`config.mk`:
```
export PLATFORM = sky130hd
export DESIGN_NAME = coap_message_stream_parser_flat
export DESIGN_NICKNAME = d
export VERILOG_FILES = /design/src/cmsp_pkg.sv /design/src/cmsp_if.sv /design/src/cmsp_step.sv /design/src/coap_message_stream_parser.sv /design/src/flat_wrapper.sv
export SDC_FILE = /design/constraint.sdc
export NUM_CORES = 1
export LEC_CHECK = 0
export BUFFER_PORTS_ARGS = -buffer_cell sky130_fd_sc_hd__buf_2
export CAP_MARGIN = 25
export CELL_PAD_IN_SITES_DETAIL_PLACEMENT = 1
export CELL_PAD_IN_SITES_GLOBAL_PLACEMENT = 1
export CORE_UTILIZATION = 47
export DETAILED_ROUTE_END_ITERATION = 8
export GPL_TIMING_DRIVEN = 1
export HOLD_SLACK_MARGIN = 0.1
export PLACE_DENSITY_LB_ADDON = 0.1
export SLEW_MARGIN = 20
export SYNTH_ARGS = -nofsm -noshare
export SYNTH_HDL_FRONTEND = slang
export SYNTH_SLANG_ARGS = --single-unit
```
`constraint.sdc`:
```
create_clock -name clk -period 6.6 [get_ports clk]
set_input_delay 0.66 -clock clk [delete_from_list [all_inputs] [get_ports clk]]
set_output_delay 0.66 -clock clk [all_outputs]
set_load 0.005 [all_outputs]
```
`src/cmsp_pkg.sv`:
```
`timescale 1ns / 1ps

package cmsp_pkg;

    // Parse phase codes
    localparam logic [2:0] PH_HEADER  = 3'd0;
    localparam logic [2:0] PH_TOKEN   = 3'd1;
    localparam logic [2:0] PH_OPTHEAD = 3'd2;
    localparam logic [2:0] PH_OPTEXT  = 3'd3;
    localparam logic [2:0] PH_VALUE   = 3'd4;
    localparam logic [2:0] PH_PAYLOAD = 3'd5;
    localparam logic [2:0] PH_SKIP    = 3'd6;

    // Result kinds
    localparam logic [2:0] KIND_INSIDE  = 3'd0;
    localparam logic [2:0] KIND_HEADER  = 3'd1;
    localparam logic [2:0] KIND_TOKEN   = 3'd2;
    localparam logic [2:0] KIND_OPTION  = 3'd3;
    localparam logic [2:0] KIND_VALUE   = 3'd4;
    localparam logic [2:0] KIND_MARKER  = 3'd5;
    localparam logic [2:0] KIND_PAYLOAD = 3'd6;

    // Status codes
    localparam logic [1:0] STATUS_OK        = 2'd0;
    localparam logic [1:0] STATUS_TRUNCATED = 2'd1;
    localparam logic [1:0] STATUS_BAD_VER   = 2'd2;

    // Protocol constants
    localparam logic [7:0]  MARKER_BYTE     = 8'hFF;
    localparam logic [3:0]  NIB_EXT_ONE     = 4'd13;
    localparam logic [3:0]  NIB_EXT_TWO     = 4'd14;
    localparam logic [16:0] EXT_ONE_BASE    = 17'd13;
    localparam logic [16:0] EXT_TWO_BASE    = 17'd269;
    localparam logic [3:0]  HEADER_LAST_IDX = 4'd3;
    localparam logic [1:0]  PROTO_VERSION   = 2'd1;

    typedef struct packed {
        logic [7:0] in_byte;
        logic       in_last;
    } in_item_t;

    typedef struct packed {
        logic [2:0]  kind;
        logic [7:0]  data_byte;
        logic [1:0]  version;
        logic [1:0]  msg_type;
        logic [3:0]  token_length;
        logic [7:0]  code;
        logic [15:0] msg_id;
        logic [15:0] opt_number;
        logic [16:0] option_length;
        logic        message_end;
        logic [1:0]  status;
    } out_item_t;

    typedef struct packed {
        logic [2:0]  phase;
        logic [3:0]  field_counter;
        logic [23:0] header_bits;
        logic [15:0] previous_option;
        logic [16:0] delta_gather;
        logic [16:0] length_gather;
        logic [7:0]  pending_nibbles;
        logic [16:0] value_remaining;
        logic        bad_version;
    } state_t;

    localparam state_t STATE_RESET = '{
        phase:           PH_HEADER,
        field_counter:   4'd0,
        header_bits:     24'd0,
        previous_option: 16'd0,
        delta_gather:    17'd0,
        length_gather:   17'd0,
        pending_nibbles: 8'd0,
        value_remaining: 17'd0,
        bad_version:     1'b0
    };

endpackage

```
`src/cmsp_if.sv`:
```
`timescale 1ns / 1ps

// Byte channel into the parser
interface cmsp_in_if;
    logic                valid;
    logic                ready;
    cmsp_pkg::in_item_t  payload;

    modport source (output valid, output payload, input ready);
    modport sink   (input valid, input payload, output ready);
endinterface

// Result channel out of the parser
interface cmsp_out_if;
    logic                valid;
    logic                ready;
    cmsp_pkg::out_item_t payload;

    modport source (output valid, output payload, input ready);
    modport sink   (input valid, input payload, output ready);
endinterface

```
`src/cmsp_step.sv`:
```
`timescale 1ns / 1ps

// Per-byte parse step: next state and the one result for the byte
module cmsp_step (
    input  cmsp_pkg::state_t    state,
    input  cmsp_pkg::in_item_t  item,
    output cmsp_pkg::state_t    state_next,
    output cmsp_pkg::out_item_t res
);
    import cmsp_pkg::*;

    function automatic logic [1:0] ext_count(input logic [3:0] nib);
        logic [1:0] n;
        n = 2'd0;
        if (nib == NIB_EXT_ONE)
            n = 2'd1;
        else if (nib == NIB_EXT_TWO)
            n = 2'd2;
        return n;
    endfunction

    logic [7:0]  b;
    logic        last;
    logic        trunc;
    logic        do_finish;
    logic [16:0] fin_len;
    logic [15:0] num;
    state_t      nx;
    out_item_t   r;

    // option header nibbles and extension bookkeeping
    logic [1:0]  hd_ed, hd_el;
    logic [1:0]  px_ed, px_el;
    logic        sel_delta;
    logic [3:0]  ext_k;
    logic [1:0]  ext_n;
    logic [7:0]  ext_g;
    logic [16:0] ext_new;
    logic [4:0]  ext_idx_inc;
    logic [2:0]  ext_total;
    logic [3:0]  token_dec;
    logic [7:0]  b0;

    assign b    = item.in_byte;
    assign last = item.in_last;

    assign hd_ed = ext_count(b[7:4]);
    assign hd_el = ext_count(b[3:0]);
    assign px_ed = ext_count(state.pending_nibbles[7:4]);
    assign px_el = ext_count(state.pending_nibbles[3:0]);

    // extension byte: pick delta or length gatherer
    assign sel_delta   = state.field_counter < {2'b00, px_ed};
    assign ext_k       = sel_delta ? state.field_counter
                                   : state.field_counter - {2'b00, px_ed};
    assign ext_n       = sel_delta ? px_ed : px_el;
    assign ext_g       = sel_delta ? state.delta_gather[7:0] : state.length_gather[7:0];
    assign ext_idx_inc = {1'b0, state.field_counter} + 5'd1;
    assign ext_total   = {1'b0, px_ed} + {1'b0, px_el};
    assign token_dec   = state.field_counter - 4'd1;
    assign b0          = state.header_bits[23:16];

    always_comb
    begin
        if (ext_n == 2'd1)
            ext_new = EXT_ONE_BASE + {9'd0, b};
        else if (ext_k == 4'd0)
            ext_new = {9'd0, b};
        else
            ext_new = {1'b0, ext_g, b} + EXT_TWO_BASE;
    end

    always_comb
    begin
        nx        = state;
        r         = '0;
        trunc     = 1'b0;
        do_finish = 1'b0;
        num       = 16'd0;

        unique case (state.phase)
            PH_TOKEN:
            begin
                r.kind           = KIND_TOKEN;
                r.data_byte      = b;
                nx.field_counter = token_dec;
                if (token_dec == 4'd0)
                    nx.phase = PH_OPTHEAD;
                else
                    trunc = last;
            end
            PH_OPTHEAD:
            begin
                if (b == MARKER_BYTE)
                begin
                    r.kind   = KIND_MARKER;
                    nx.phase = PH_PAYLOAD;
                end
                else
                begin
                    nx.pending_nibbles = b;
                    nx.delta_gather    = {13'd0, b[7:4]};
                    nx.length_gather   = {13'd0, b[3:0]};
                    if ((hd_ed == 2'd0) && (hd_el == 2'd0))
                        do_finish = 1'b1;
                    else
                    begin
                        nx.field_counter = 4'd0;
                        nx.phase         = PH_OPTEXT;
                        trunc            = last;
                    end
                end
            end
            PH_OPTEXT:
            begin
                if (sel_delta)
                    nx.delta_gather = ext_new;
                else
                    nx.length_gather = ext_new;
                nx.field_counter = ext_idx_inc[3:0];
                if (ext_idx_inc >= {2'b00, ext_total})
                    do_finish = 1'b1;
                else
                    trunc = last;
            end
            PH_VALUE:
            begin
                r.kind             = KIND_VALUE;
                r.data_byte        = b;
                nx.value_remaining = state.value_remaining - 17'd1;
                if (nx.value_remaining == 17'd0)
                    nx.phase = PH_OPTHEAD;
                else
                    trunc = last;
            end
            PH_PAYLOAD:
            begin
                r.kind      = KIND_PAYLOAD;
                r.data_byte = b;
            end
            PH_SKIP:
            begin
                r.kind = KIND_INSIDE;
            end
            default:
            begin
                // header phase, and the unused code
                if (state.field_counter < HEADER_LAST_IDX)
                begin
                    nx.header_bits   = {state.header_bits[15:0], b};
                    nx.field_counter = state.field_counter + 4'd1;
                    trunc            = last;
                end
                else
                begin
                    r.kind         = KIND_HEADER;
                    r.version      = b0[7:6];
                    r.msg_type     = b0[5:4];
                    r.token_length = b0[3:0];
                    r.code         = state.header_bits[15:8];
                    r.msg_id       = {state.header_bits[7:0], b};
                    if (b0[7:6] != PROTO_VERSION)
                    begin
                        nx.bad_version = 1'b1;
                        nx.phase       = PH_SKIP;
                    end
                    else
                    begin
                        nx.field_counter = b0[3:0];
                        nx.phase         = (b0[3:0] != 4'd0) ? PH_TOKEN : PH_OPTHEAD;
                        trunc            = last && (b0[3:0] != 4'd0);
                    end
                end
            end
        endcase

        // option header complete: absolute number and value length
        fin_len = nx.length_gather;
        if (do_finish)
        begin
            num                = state.previous_option + nx.delta_gather[15:0];
            nx.previous_option = num;
            r.kind             = KIND_OPTION;
            r.opt_number       = num;
            r.option_length    = fin_len;
            nx.value_remaining = fin_len;
            nx.phase           = (fin_len != 17'd0) ? PH_VALUE : PH_OPTHEAD;
            trunc              = last && (fin_len != 17'd0);
        end

        r.message_end = last;
        priority if (nx.bad_version)
            r.status = STATUS_BAD_VER;
        else if (trunc)
            r.status = STATUS_TRUNCATED;
        else
            r.status = STATUS_OK;

        // end of message: back to a clean state
        if (last)
            nx = STATE_RESET;
    end

    assign state_next = nx;
    assign res        = r;

endmodule

```
`src/coap_message_stream_parser.sv`:
```
`timescale 1ns / 1ps

// Streaming CoAP message parser. One message byte enters per item on msg,
// with in_last on the final byte, and exactly one result item leaves on
// result for every byte, in order: header done (version, type, token length,
// code, message id), token byte, option done (absolute number modulo 65536
// and value length), option value byte, payload marker, payload byte, or
// "inside a field". Status flags a bad version (every later byte of that
// message then reads kind 0) or a message that ends inside the header,
// token, an option header or an option value. Throughput is one byte per
// clock while the result is drained; the parse state and the result register
// are both updated in the cycle a byte is taken, and msg.ready stays high
// whenever the result register is empty or is being drained. State returns
// to reset after every last byte.
module coap_message_stream_parser (
    input logic       clk,
    input logic       rst_n,
    cmsp_in_if.sink   msg,
    cmsp_out_if.source result
);
    import cmsp_pkg::*;

    state_t    state_reg;
    state_t    state_next;
    out_item_t res_reg;
    out_item_t res_next;
    logic      res_valid_reg;
    logic      accept;

    assign msg.ready = !res_valid_reg || result.ready;
    assign accept    = msg.valid && msg.ready;

    cmsp_step u_step (
        .state      (state_reg),
        .item       (msg.payload),
        .state_next (state_next),
        .res        (res_next)
    );

    // parse state
    always_ff @(posedge clk or negedge rst_n)
    begin
        if (!rst_n)
            state_reg <= STATE_RESET;
        else if (accept)
            state_reg <= state_next;
    end

    // result register valid flag
    always_ff @(posedge clk or negedge rst_n)
    begin
        if (!rst_n)
            res_valid_reg <= 1'b0;
        else if (accept)
            res_valid_reg <= 1'b1;
        else if (result.ready)
            res_valid_reg <= 1'b0;
    end

    // result payload
    always_ff @(posedge clk)
    begin
        if (accept)
            res_reg <= res_next;
    end

    assign result.valid   = res_valid_reg;
    assign result.payload = res_reg;

endmodule
```
`src/flat_wrapper.sv`:
```
// flat-port wrapper written by rule: the top's interface ports become plain ports
module coap_message_stream_parser_flat import cmsp_pkg::*;
  (clk, rst_n, msg_valid, msg_payload, msg_ready, result_valid, result_payload, result_ready);
  cmsp_in_if msg_i ();
  cmsp_out_if result_i ();
  input logic clk;
  input logic rst_n;
  input wire logic [$bits(msg_i.valid)-1:0] msg_valid;
  input wire logic [$bits(msg_i.payload)-1:0] msg_payload;
  output wire logic [$bits(msg_i.ready)-1:0] msg_ready;
  output wire logic [$bits(result_i.valid)-1:0] result_valid;
  output wire logic [$bits(result_i.payload)-1:0] result_payload;
  input wire logic [$bits(result_i.ready)-1:0] result_ready;
  assign msg_i.valid = msg_valid;
  assign msg_i.payload = msg_payload;
  assign msg_ready = msg_i.ready;
  assign result_valid = result_i.valid;
  assign result_payload = result_i.payload;
  assign result_i.ready = result_ready;
  coap_message_stream_parser u_core (.clk(clk), .rst_n(rst_n), .msg(msg_i), .result(result_i));
endmodule
```
# Word-level counts from Yosys, hierarchy flattened
# Index checks and enable logic that the tools add are counted.
[totals] register_bits=186 inputBits=13 out_inout_bits=81 elab_cells=152
[classes] addsub=9 magnitude_cmp=3 n_eq_ne=28 n_mux=60 n_reduce_logical=31
[ops] cell="$mux W107" n=1
[ops] cell="$mux W17" n=6
[ops] cell="$pmux W34 S2" n=1
[ops] cell="$mux W24" n=2
[ops] cell="$mux W42" n=1
[ops] cell="$eq A4 B4 Y1 const B" n=8
[ops] cell="$mux W3" n=8
[ops] cell="$mux W2" n=10
[ops] cell="$mux W1" n=18
[ops] cell="$add A16 B9 Y17 const B" n=1
[ops] cell="$logic_not A17 Y1" n=1
[ops] cell="$reduce_bool A17 Y1" n=1
[ops] cell="$sub A17 B1 Y17 const B" n=1
[ops] cell="$add A16 B16 Y16" n=1
[ops] cell="$mux W16" n=1
[ops] cell="$mux W4" n=4
[ops] cell="$mux W8" n=2
[ops] cell="$pmux W4 S4" n=1
[ops] cell="$pmux W3 S5" n=1
[ops] cell="$ne A6 B3 Y1 const B" n=2
[ops] cell="$pmux W3 S4" n=1
[ops] cell="$add A4 B8 Y9 const A" n=1
[ops] cell="$eq A3 B3 Y1 const B" n=3
[ops] cell="$reduce_or A3 Y1" n=3
[ops] cell="36 further kinds" n=52

# Longest topological paths before layout
# Gate-level depths: netlist (run 1).
[logic_depth] depth_word=14 depth_mapped=23 ltp_nobuf=22

# By module
# Synthesis (run 1) repeated with hierarchy kept, for this count alone.
[unflattened] cells_unflattened=1129 hier_area_um2=11200.7
[by_module_without_submodules] module="coap_message_stream_parser" instances=1 cells_per_inst=309 area_per_inst_um2=6465.0 seq_area_each_um2=5074.9
[by_module_without_submodules] module="cmsp_step" instances=1 cells_per_inst=820 area_per_inst_um2=4735.8 seq_area_each_um2=0.0

# Worst setup path after synthesis (run 1)
# No wires, ideal clock.
[synth_path] path_type="flip-flop to flip-flop" from="reg u_core.state_reg[24] (netlist bit)" to="reg u_core.res_reg (netlist bit u_core.result.payload[35]) (data pin)" setup_time_ns=0.266 t_arrival_ns=4.471 t_required_ns=6.334 setup_slack_ns=1.863 path_stages_with_launch=22 path_buffers=1 period_less_slack_ns=4.737 cell_sequence="dfrtp_1 > and4b_1 > clkbuf_1 > ha_1 > fa_1 > and3b_1 > o32a_1 > nor3b_1 > xor2_1 > nor2_1 > o31a_1 > a21oi_1 > ha_1 > and3_1 > a221o_1 > nor2_1 > o31ai_1 > nor3_1 > o21bai_1 > a21oi_1 > xnor2_1 > nor2_1"
[synth_via] elab_chain_cells=11 word_cells_on_any_way=21 cone_classes="add/sub: 4; order compare: 2; eq/ne: 3; mux: 11; reduce/logical: 1"
[synth_lines] item="start, declared" line_no="coap_message_stream_parser.sv:23" rtl="state_t state_reg;"
[synth_lines] item="start signal, assigned" line_no="coap_message_stream_parser.sv:46" rtl="state_reg <= state_next;"
[synth_lines] item="$eq A4 B4 Y1" line_no="cmsp_step.sv:17" rtl="else if (nib == NIB_EXT_TWO)"
[synth_lines] item="$mux W2" line_no="cmsp_step.sv:17"
[synth_lines] item="$mux W2 *" line_no="cmsp_step.sv:15" rtl="if (nib == NIB_EXT_ONE)"
[synth_lines] item="$lt A4 B2 Y1 or $sub A4 B2 Y4 (tied branches)" line_no="cmsp_step.sv:53, cmsp_step.sv:55"
[synth_lines] item="$mux W8 or $mux W4 (tied branches)" line_no="cmsp_step.sv:57, cmsp_step.sv:54"
[synth_lines] item="$add A16 B9 Y17 or $logic_not A4 Y1 (tied branches)" line_no="cmsp_step.sv:70, cmsp_step.sv:67"
[synth_lines] item="$mux W17" line_no="cmsp_step.sv:67" rtl="else if (ext_k == 4'd0)"
[synth_lines] item="$mux W17" line_no="cmsp_step.sv:65" rtl="if (ext_n == 2'd1)"
[synth_lines] item="$mux W17" line_no="cmsp_step.sv:116" rtl="if (sel_delta)"
[synth_lines] item="$pmux W34 S2" line_no="cmsp_step.sv:81" rtl="unique case (state.phase)"
[synth_lines] item="$add A16 B16 Y16" line_no="cmsp_step.sv:181" rtl="num = state.previous_option + nx.delta_gather[15:0];"
[synth_lines] item="end signal, assigned" line_no="coap_message_stream_parser.sv:64" rtl="res_reg <= res_next;"
[synth_lines] item="end, declared" line_no="coap_message_stream_parser.sv:25" rtl="out_item_t res_reg;"
# Mark *: on every way between the ends. The rest lies on a longest branch, timed or not. The select of a mux whose other input is x is not followed.
# A chain may end at the register's enable or synchronous reset.

# Worst setup path after layout (run 1)
[layout_path] from="reg u_core.state_reg[24] (netlist bit)" to="reg u_core.state_reg[74] (netlist bit)"
[layout_via] elab_chain_cells=13 word_cells_on_any_way=25 cone_classes="add/sub: 4; order compare: 2; eq/ne: 3; mux: 13; reduce/logical: 3"
[layout_lines] item="$eq A4 B4 Y1" line_no="cmsp_step.sv:17"
[layout_lines] item="$mux W2" line_no="cmsp_step.sv:17"
[layout_lines] item="$mux W2 *" line_no="cmsp_step.sv:15"
[layout_lines] item="$lt A4 B2 Y1 or $sub A4 B2 Y4 (tied branches)" line_no="cmsp_step.sv:53, cmsp_step.sv:55"
[layout_lines] item="$mux W8 or $mux W4 (tied branches)" line_no="cmsp_step.sv:57, cmsp_step.sv:54"
[layout_lines] item="$add A16 B9 Y17 or $logic_not A4 Y1 (tied branches)" line_no="cmsp_step.sv:70, cmsp_step.sv:67"
[layout_lines] item="$mux W17" line_no="cmsp_step.sv:67"
[layout_lines] item="$mux W17" line_no="cmsp_step.sv:65"
[layout_lines] item="$mux W17" line_no="cmsp_step.sv:116"
[layout_lines] item="$pmux W34 S2" line_no="cmsp_step.sv:81"
[layout_lines] item="$add A16 B16 Y16" line_no="cmsp_step.sv:181"
[layout_lines] item="$mux W16" line_no="cmsp_step.sv:179" rtl="if (do_finish)"
[layout_lines] item="$mux W107" line_no="cmsp_step.sv:200" rtl="if (last)"
# Marks and branches as above.

==> run_results.csv, run 1 <==
group,metric,value,unit
timing,timing.final.hold_violations,0,
clock_network,cts_resized,0,
pwr,intPower,0.00255,W
die,core_area,21200,um2
synthesis,synth-edff-count,79,
pwr,p_leak,4.85,nW
global_routing,overflow,0,
synthesis,synthCells,1075,
die,rows,53,
pwr,seqPwrFrac,37.2,%
clock_network,clkTransAtPathRegs,80,ps
clock_network,cts_buffers,17,
routing,viasPerCell,6.13,
worst_setup_path,worstPathRequired,6970,ps
routing,drt_first_pass_iters,5,
cells_and_area,fin_util,54.5,%
cells_and_area,final_area,11600,um2
global_routing,grt_max_degree,70,
cells_and_area,area_delta_synth_final,12.6,%
synthesis,syn_avg_cell_area,9.55,um2
worst_setup_path,crit_fanout,16,
die,start_util,48.4,%
timing,rsz0062_at_grt,"false",
synthesis,netlist_area,10300,um2
synthesis,synth_seq_cells,186,
timing,setup_tns,0,ps
pwr,power_density,383,nW/um2
synthesis,synth.distinct_cells,76,
clock_network,cts-root-buf,"clkbuf_16",
cells_and_area,n_antenna_cell,0,
cells_and_area,instances_no_fill,1431,
clock_network,clock_sinks,186,
routing,vias,8772,
global_routing,grt_util_all_layers,29.7,%
cells_and_area,drive_gt1_share,14.1,%
clock_network,ctsHoldBuffers,0,
die,dieArea,22400,um2
die,die_y,150,um
global_routing,grt_pass1_wl,50600,um
routing,ant_nets,0,
clock_network,htreeDepth,4,
routing,drt_iter0_drc,580,
timing,fin_skew,11.1,ps
die,ios,94,
cells_and_area,layout.nets,1190,
clock_network,clockBufferDepth,2,
synthesis,ys_warn_count,0,
place,gp_congestion,0.913,
timing,finalMaxSlewViolations,0,
clock_network,cts_tree,"done",
clock_network,clk_latency,450,ps
timing,fmax,0.171,GHz
pwr,power.net_switching,0.00188,W
place,dp.cells,1398,
clock_network,cts_setup_buffers,0,
pwr,combPwrFrac,39.5,%
synthesis,ys.flop_type,"dfrtp_1",
worst_setup_path,startpoint_type,"register",
timing,relSlewSlack,23.9,%
place,hpwlAfterDp,22000,um
pwr,switching_share,42.5,%
outcome,status,"finished clean",
routing,wl_per_cell,22.4,um
pwr,clock_power_share,23.4,%
min_path,min_path_type,"input pin to asynchronous set/reset pin",
global_routing,antenna_found_initial,0,
cells_and_area,fillCellCount,2483,
worst_setup_path,cp.arrival,6210,ps
worst_setup_path,endpoint_kind,"register",
cells_and_area,largest_reg_flops,106,
routing,drc,0,
timing,setup_viol,0,
timing,period_share,88.5,%
flow_run,maxCapViolations,0,
place,port_buffers,93,
synthesis,ys_seq_area_share,49.2,%
global_routing,grt_pass1_vias,8920,
timing,period_needed,5840,ps
synthesis,synth-async-reset-ratio,57.5,%
synthesis,syn_nets,1122,
die,die_x,150,um
timing,worst_slew_pin_slew,1130,ps
place,place_area,11000,um2
pwr,vdd_drop_max,208,uV
worst_setup_path,critPathKind,"register to register",
routing,wl,32000,um
placed cells by master, fill, tap and decap left out, types with 17 or more instances in the layout:
cell	count
edfxtp_1	79
a22oi_1	21
dfrtp_1	107
ha_1	31
clkbuf_16	17
buf_4	19
inv_1	25
and2_1	44
nand2_1	166
buf_2	92
nor2_1	87
a21oi_1	47
a22o_1	28
o21ai_0	113
nor3_1	27
xnor2_1	25
cell usage after synthesis, types with 11 or more instances:
cell        n  area (um2)
dfrtp_1   107        2680
and2_1     44         275
nand3_1    15        75.1
a22oi_1    21         158
nor2_1     87         327
a22o_1     28         245
ha_1       31         388
inv_1      25        93.8
a21oi_1    47         235
clkbuf_1   54         203
o21ai_0   114         571
xor2_1     13         114
nor3_1     27         135
edfxtp_1   79        2370
xnor2_1    25         219
nand2b_1   11        68.8
nand2_1   167         627
logic make-up (layout without fill, tap and decap cells):
| logic type | count (synthesis) | count (layout) | share of synthesized area (%) |
|---|---|---|---|
| buf+inv | 90 | 171 | 3.49 |
| mux | 12 | 12 | 1.21 |
| fa+ha+maj | 35 | 35 | 4.46 |
| simple gates | 415 | 415 | 19.4 |
| xor+xnor | 38 | 38 | 3.24 |
| flops | 186 | 186 | 49.2 |
| compound gates | 299 | 299 | 19.0 |
layer usage:
metal / global-route usage [%] / wire length, um / vias to the layer above
li1: - / - / 4033
met1: 39.6 / 14200 / 4416
met2: 50.1 / 15800 / 277
met3: 3.72 / 1390 / 46
met4: 9.60 / 634 / 0
met5: 0 / 0 / -
per-stage QoR:
step | hold WS, ps | setup slack, ps | power (W)
3_3_place_gp | 459 | 1020 | 0.00331
6_report | 160 | 762 | 0.00443
2_1_floorplan | 364 | 1860 | 0.00280
5_1_grt | 194 | 414 | 0.00468
4_1_cts | 389 | 781 | 0.00443
3_5_place_dp | 475 | 830 | 0.00338
cell type report:
type                    count  area [um2]  share of cell area, %
clock inverters            15         153                   1.32
well taps                 275         344                   2.98
clock buffers              17         425                   3.68
multi-input cells         799        4860                   42.1
inverters                  27         104                  0.898
repair buffers            112         623                   5.39
flip-flops and latches    186        5050                   43.7
power by group through the flow:
stage | Clock [W] | Sequential [W] | Combinational (W)
2_1_floorplan | 0 | 0.00158 | 0.00123
3_3_place_gp | 0 | 0.00165 | 0.00166
3_5_place_dp | 0 | 0.00166 | 0.00171
4_1_cts | 0.00105 | 0.00164 | 0.00173
5_1_grt | 0.00109 | 0.00168 | 0.00192
6_report | 0.00104 | 0.00165 | 0.00175
final timing paths:
| check | start | end | slack [ps] | depth (start not counted) |
|---|---|---|---|---|
| min | rst_n | u_core.state_reg[77] | 160 | 1 |
| max in group asynchronous | rst_n | u_core.state_reg[17] | 5510 | 2 |
| max reg2reg | u_core.state_reg[24] | u_core.state_reg[74] | 760 | 23 |
| min reg2reg | u_core.state_reg[97] | u_core.state_reg[97] | 490 | 2 |
| max | u_core.state_reg[24] | u_core.state_reg[74] | 760 | 23 |
| min in group clk | msg_valid | u_core.result.valid | 450 | 2 |
critical path, cell delays in order, from the launching register on:
cell and delay (ps):
dfrtp_1 400, and4b_1 290, ha_1 270, fa_1 490, nor3b_2 200, buf_4 220, nor3_1 340, o32a_1 640
xnor2_1 180, nand2_1 100, nand3_1 70, o21ai_0 130, a21oi_1 120, ha_1 220, fa_1 400, a21o_1 170
a21o_1 200, a21oi_1 260, o31a_1 220, o21a_1 200, o21ai_0 130, xor2_1 200, a22oi_1 90, o21ai_0 210
Note: power is estimated with default switching activity, not from simulation.
==> inputs of run 2 (changes only) <==
- CORE_UTILIZATION: 47 -> 48
- CTS_BUF_LIST: not set -> sky130_fd_sc_hd__clkbuf_4 sky130_fd_sc_hd__clkbuf_8
==> run_results.csv, run 2 (synthesized netlist as in run 1, its figures left out) <==
group,metric,value,unit
timing,worst_slew_pin_slew,912,ps
pwr,clock_power_share,20.4,%
clock_network,cts_setup_buffers,0,
timing,setup_tns,0,ps
place,place_area,11000,um2
clock_network,htreeDepth,4,
cells_and_area,area_delta_synth_final,11.3,%
clock_network,cts_buffers,17,
timing,fmax,0.169,GHz
pwr,intPower,0.00247,W
worst_setup_path,cp_slowest_cell,"o32a_1",
routing,drt_iter0_drc,579,
global_routing,grt_max_degree,70,
timing,setup_viol,0,
timing,relSlewSlack,38.8,%
clock_network,clk_latency,470,ps
global_routing,grt_pass1_wl,48200,um
die,core_area,21000,um2
timing,finalMaxSlewViolations,0,
timing,fin_skew,18.8,ps
pwr,vdd_drop_max,165,uV
die,die_y,148,um
cells_and_area,n_antenna_cell,0,
worst_setup_path,crit_top_cell,"nor2_1",
global_routing,grt_util_all_layers,28.6,%
cells_and_area,fin_util,54.4,%
clock_network,clock_sinks,186,
routing,ant_nets,0,
worst_setup_path,cp.arrival,6130,ps
routing,wl_per_cell,21.4,um
routing,viasPerCell,6.06,
pwr,combPwrFrac,40.8,%
routing,vias,8674,
cells_and_area,final_cell_mix,"166 x nand2_1, 113 x o21ai_0, 107 x dfrtp_1",
die,die_x,148,um
timing,timing.final.hold_violations,0,
pwr,seqPwrFrac,38.8,%
timing,period_share,89.6,%
worst_setup_path,path_cells,"and4b_1 -> ha_1 -> fa_1 -> nor3b_2 -> buf_4 -> nor3_1 -> o32a_1 -> nor2_1 -> xnor2_1 -> nand2_1 -> o211ai_1 -> a21oi_1 -> ha_1 -> and3_1 -> a221o_1 -> nor2_1 -> o31ai_1 -> nor3_1 -> o21bai_1 -> a21oi_1 -> xnor2_1 -> nor2_1",
pwr,p_leak,4.80,nW
flow_run,maxCapViolations,0,
die,rows,53,
routing,wl,30700,um
clock_network,cts_resized,0,
pwr,switching_share,41.7,%
worst_setup_path,crit_fanout,16,
clock_network,clkTransAtPathRegs,100,ps
pwr,power_density,371,nW/um2
worst_setup_path,startpoint_type,"register",
routing,drc,0,
timing,period_needed,5910,ps
place,gp_congestion,0.894,
outcome,status,"finished clean",
cells_and_area,final_area,11400,um2
timing,rsz0062_at_grt,"false",
clock_network,clockBufferDepth,2,
place,port_buffers,93,
global_routing,overflow,0,
clock_network,ctsHoldBuffers,0,
worst_setup_path,slowest_delay,640,ps
worst_setup_path,critPathKind,"register to register",
clock_network,cts-root-buf,"clkbuf_8",
place,hpwlAfterDp,21700,um
clock_network,cts_tree,"done",
global_routing,antenna_found_initial,0,
cells_and_area,drive_gt1_share,14.0,%
die,ios,94,
min_path,min_path_type,"input pin to asynchronous set/reset pin",
worst_setup_path,endpoint_kind,"register",
pwr,power.net_switching,0.00177,W
worst_setup_path,worstPathRequired,6820,ps
cells_and_area,largest_reg_flops,106,
die,start_util,48.8,%
global_routing,grt_pass1_vias,8644,
die,dieArea,22000,um2
cells_and_area,layout.nets,1190,
cells_and_area,final_common_cell,"nand2_1",
routing,drt_first_pass_iters,5,
==> run 2: metal layers <==
metal / vias to the layer above / global-route usage, % / part of all wire, %
met4: 0 / 9.23 / 2.5
met1: 4358 / 39.2 / 45
met2: 253 / 46.4 / 48
li1: 4017 / - / -
met5: - / 0 / 0
met3: 46 / 4.54 / 4.6
==> run 2: per-stage QoR <==
stage / total power, W / worst slack, ps / hold WS (ps) / instances
CTS: 0.00423 / 771 / 172 / 1428
detailed placement: 0.00337 / 827 / 480 / 1396
global route: 0.00450 / 374 / 183 / 1431
floorplan: 0.00280 / 1860 / 364 / 1075
finish: 0.00424 / 687 / 171 / 1431
global placement: 0.00331 / 1030 / 456 / 1396
==> run 2: critical path, delay by kind of cell (launching register included) <==
family                     cells  cell delay [ps]
xor gates and xnor gates       2              350
AOI/OAI and AO/OA              7             1850
DFF                            1              400
adders and majority gates      3             1080
and+or+nand+nor                9             1770
buffers and inverters          1              220
==> run 2: power by group through the flow <==
stage / Clock, W / Sequential (W) / Combinational, W
floorplan: 0 / 0.00158 / 0.00123
global placement: 0 / 0.00165 / 0.00166
detailed placement: 0 / 0.00167 / 0.00171
CTS: 0.000876 / 0.00164 / 0.00172
global route: 0.000917 / 0.00167 / 0.00191
finish: 0.000865 / 0.00165 / 0.00173
==> run 2: path summary, 6_finish.rpt <==
path / start / endpoint / slack, ps / cells after the start
max: u_core.state_reg[24] / u_core.result.payload[35] / 690 / 22
min: rst_n / u_core.state_reg[85] / 170 / 1
max reg2reg: u_core.state_reg[24] / u_core.result.payload[35] / 690 / 22
min reg2reg: u_core.state_reg[77] / u_core.state_reg[77] / 500 / 2
max in group asynchronous: rst_n / u_core.state_reg[35] / 5420 / 3
min in group clk: msg_valid / u_core.result.valid / 430 / 2
==> run 2: layout make-up <==
type                       instances  area [um2]
sequential                       186        5050
clock inverter                    13         190
multi-input combinational        799        4860
timing repair buffer             112         626
inverter                          27         104
tap                              275         344
fill                            2403        9590
clock buffer                      19         249
==> inputs of run 3 (changes only) <==
- BUFFER_PORTS_ARGS: -buffer_cell sky130_fd_sc_hd__buf_2 -> not set
- CORE_UTILIZATION: 48 -> 52
- DONT_BUFFER_PORTS: not set -> 1
==> run_results.csv, run 3 (synthesized netlist as in run 1, its figures left out) <==
group,metric,value,unit
outcome,status,"finished clean",
timing,setup_tns,0,ps
worst_setup_path,worstPathRequired,6850,ps
routing,drc,0,
cells_and_area,multi_input_area,4860,um2
cells_and_area,drive_gt1_share,6.32,%
clock_network,clock_sinks,186,
pwr,combPwrFrac,39.7,%
worst_setup_path,critPathKind,"register to register",
place,gp_congestion,0.916,
routing,drt_iter0_drc,595,
worst_setup_path,r2r-start,"u_core.state_reg[24]",
cells_and_area,area_delta_synth_final,6.05,%
worst_setup_path,cp.arrival,6120,ps
pwr,clock_power_share,19.3,%
pwr,vdd_drop_max,182,uV
timing,rsz0062_at_grt,"false",
worst_setup_path,r2r_cells,22,
pwr,intPower,0.00232,W
clock_network,cts_buffers,17,
routing,vias,8369,
global_routing,grt_util_all_layers,30.5,%
cells_and_area,fillCellCount,2219,
cells_and_area,final_common_cell,"nand2_1",
worst_setup_path,startpoint_type,"register",
timing,finalMaxSlewViolations,0,
worst_setup_path,r2r_setup_slack,730,ps
die,die_x,143,um
cells_and_area,final_cell_mix,"166 x nand2_1, 113 x o21ai_0, 107 x dfrtp_1",
timing,timing.final.hold_violations,0,
global_routing,overflow,0,
routing,drt_first_pass_iters,5,
worst_setup_path,endpoint_kind,"register",
die,dieArea,20300,um2
cells_and_area,largest_reg_flops,106,
global_routing,grt_pass1_vias,8396,
die,start_util,52.9,%
timing,fmax,0.170,GHz
worst_setup_path,crit_fanout,16,
place,dp.cells,1291,
timing,worst_slew_pin_slew,972,ps
clock_network,cts_tree,"done",
worst_setup_path,rr_endpoint,"u_core.result.payload[35]",
routing,wl,29800,um
cells_and_area,instances_no_fill,1326,
die,die_y,143,um
timing,relSlewSlack,34.4,%
flow_run,maxCapViolations,0,
timing,period_needed,5870,ps
global_routing,antenna_found_initial,1,
timing,setup_viol,0,
clock_network,htreeDepth,4,
routing,wl_per_cell,22.5,um
cells_and_area,final_area,10900,um2
clock_network,clockBufferDepth,2,
place,hpwlAfterDp,20400,um
pwr,power_density,376,nW/um2
clock_network,clkTransAtPathRegs,120,ps
clock_network,clk_latency,500,ps
timing,fin_skew,22.9,ps
place,place_area,10500,um2
global_routing,grt_max_degree,108,
pwr,power.net_switching,0.00177,W
timing,period_share,89.0,%
routing,ant_nets,0,
clock_network,cts_resized,0,
pwr,p_leak,4.36,nW
clock_network,cts-root-buf,"clkbuf_8",
die,core_area,19400,um2
die,ios,94,
pwr,seqPwrFrac,41.0,%
min_path,min_path_type,"input pin to asynchronous set/reset pin",
global_routing,grt_pass1_wl,46800,um
routing,viasPerCell,6.31,
pwr,switching_share,43.3,%
place,port_buffers,0,
cells_and_area,layout.nets,1094,
die,rows,51,
cells_and_area,ff_latch_area,5050,um2
==> run 3: worst max-delay path by stage <==
stage / from / to
finish: u_core.state_reg[24] / u_core.result.payload[35]
global placement: u_core.state_reg[24] / u_core.result.payload[35]
floorplan: u_core.state_reg[24] / u_core.result.payload[35]
detailed placement: u_core.state_reg[24] / u_core.result.payload[35]
CTS: u_core.state_reg[24] / u_core.result.payload[35]
global route: u_core.state_reg[24] / u_core.result.payload[35]
==> run 3: power groups by stage <==
stage / clock [W] / sequential (W) / combinational, W
2_1_floorplan: 0 / 0.00158 / 0.00123
3_3_place_gp: 0 / 0.00169 / 0.00154
3_5_place_dp: 0 / 0.00170 / 0.00159
4_1_cts: 0.000801 / 0.00167 / 0.00162
5_1_grt: 0.000837 / 0.00171 / 0.00180
6_report: 0.000789 / 0.00168 / 0.00163
==> run 3: layer usage <==
layer  part of all wire [%]  track usage, %  wire (um)
met1                     45            40.1      13300
met3                    4.4            5.05       1310
met5                      0               0          0
met4                    2.5            11.8        750
met2                     48            50.4      14400
==> run 3: worst max-delay path, stage by stage (launching register included) <==
cell      delay (ps)
dfrtp_1          410
and4b_1          280
ha_1             260
fa_1             490
nor3b_2          190
buf_4            210
nor3_1           310
o32a_1           610
nor3b_1          130
xor2_1           180
nor2_1            60
o31a_1           230
a21oi_1          250
ha_1             320
and3_1           170
a221o_1          360
nor2_1           200
o31ai_1          160
nor3_1           210
o21bai_1         120
a21oi_1          210
xnor2_1          170
nor2_1            60
==> run 3: what timing repair did <==
item                                   in CTS  in global routing
hold buffers                                1                  0
endpoints found under the hold margin     107                  0
buffers inserted                            0                  0
==> run 3: layout make-up <==
cell class                 instances  area share (%)
clock buffer                      17            2.15
timing repair buffer              16            1.29
antenna                            1          0.0230
inverter                          27           0.954
clock inverter                    15            1.47
sequential                       186            46.4
multi-input combinational        799            44.7
tap                              265            3.05
==> run 3: metrics by stage <==
stage          total power, W  worst slack [ps]  utilization, %  hold slack [ps]
5_1_grt               0.00434               415            56.1              141
2_1_floorplan         0.00280              1860               -              364
4_1_cts               0.00409               810            56.1              127
6_report              0.00409               727            56.1             98.0
3_5_place_dp          0.00329               823            53.9              369
3_3_place_gp          0.00323              1040            53.9              370
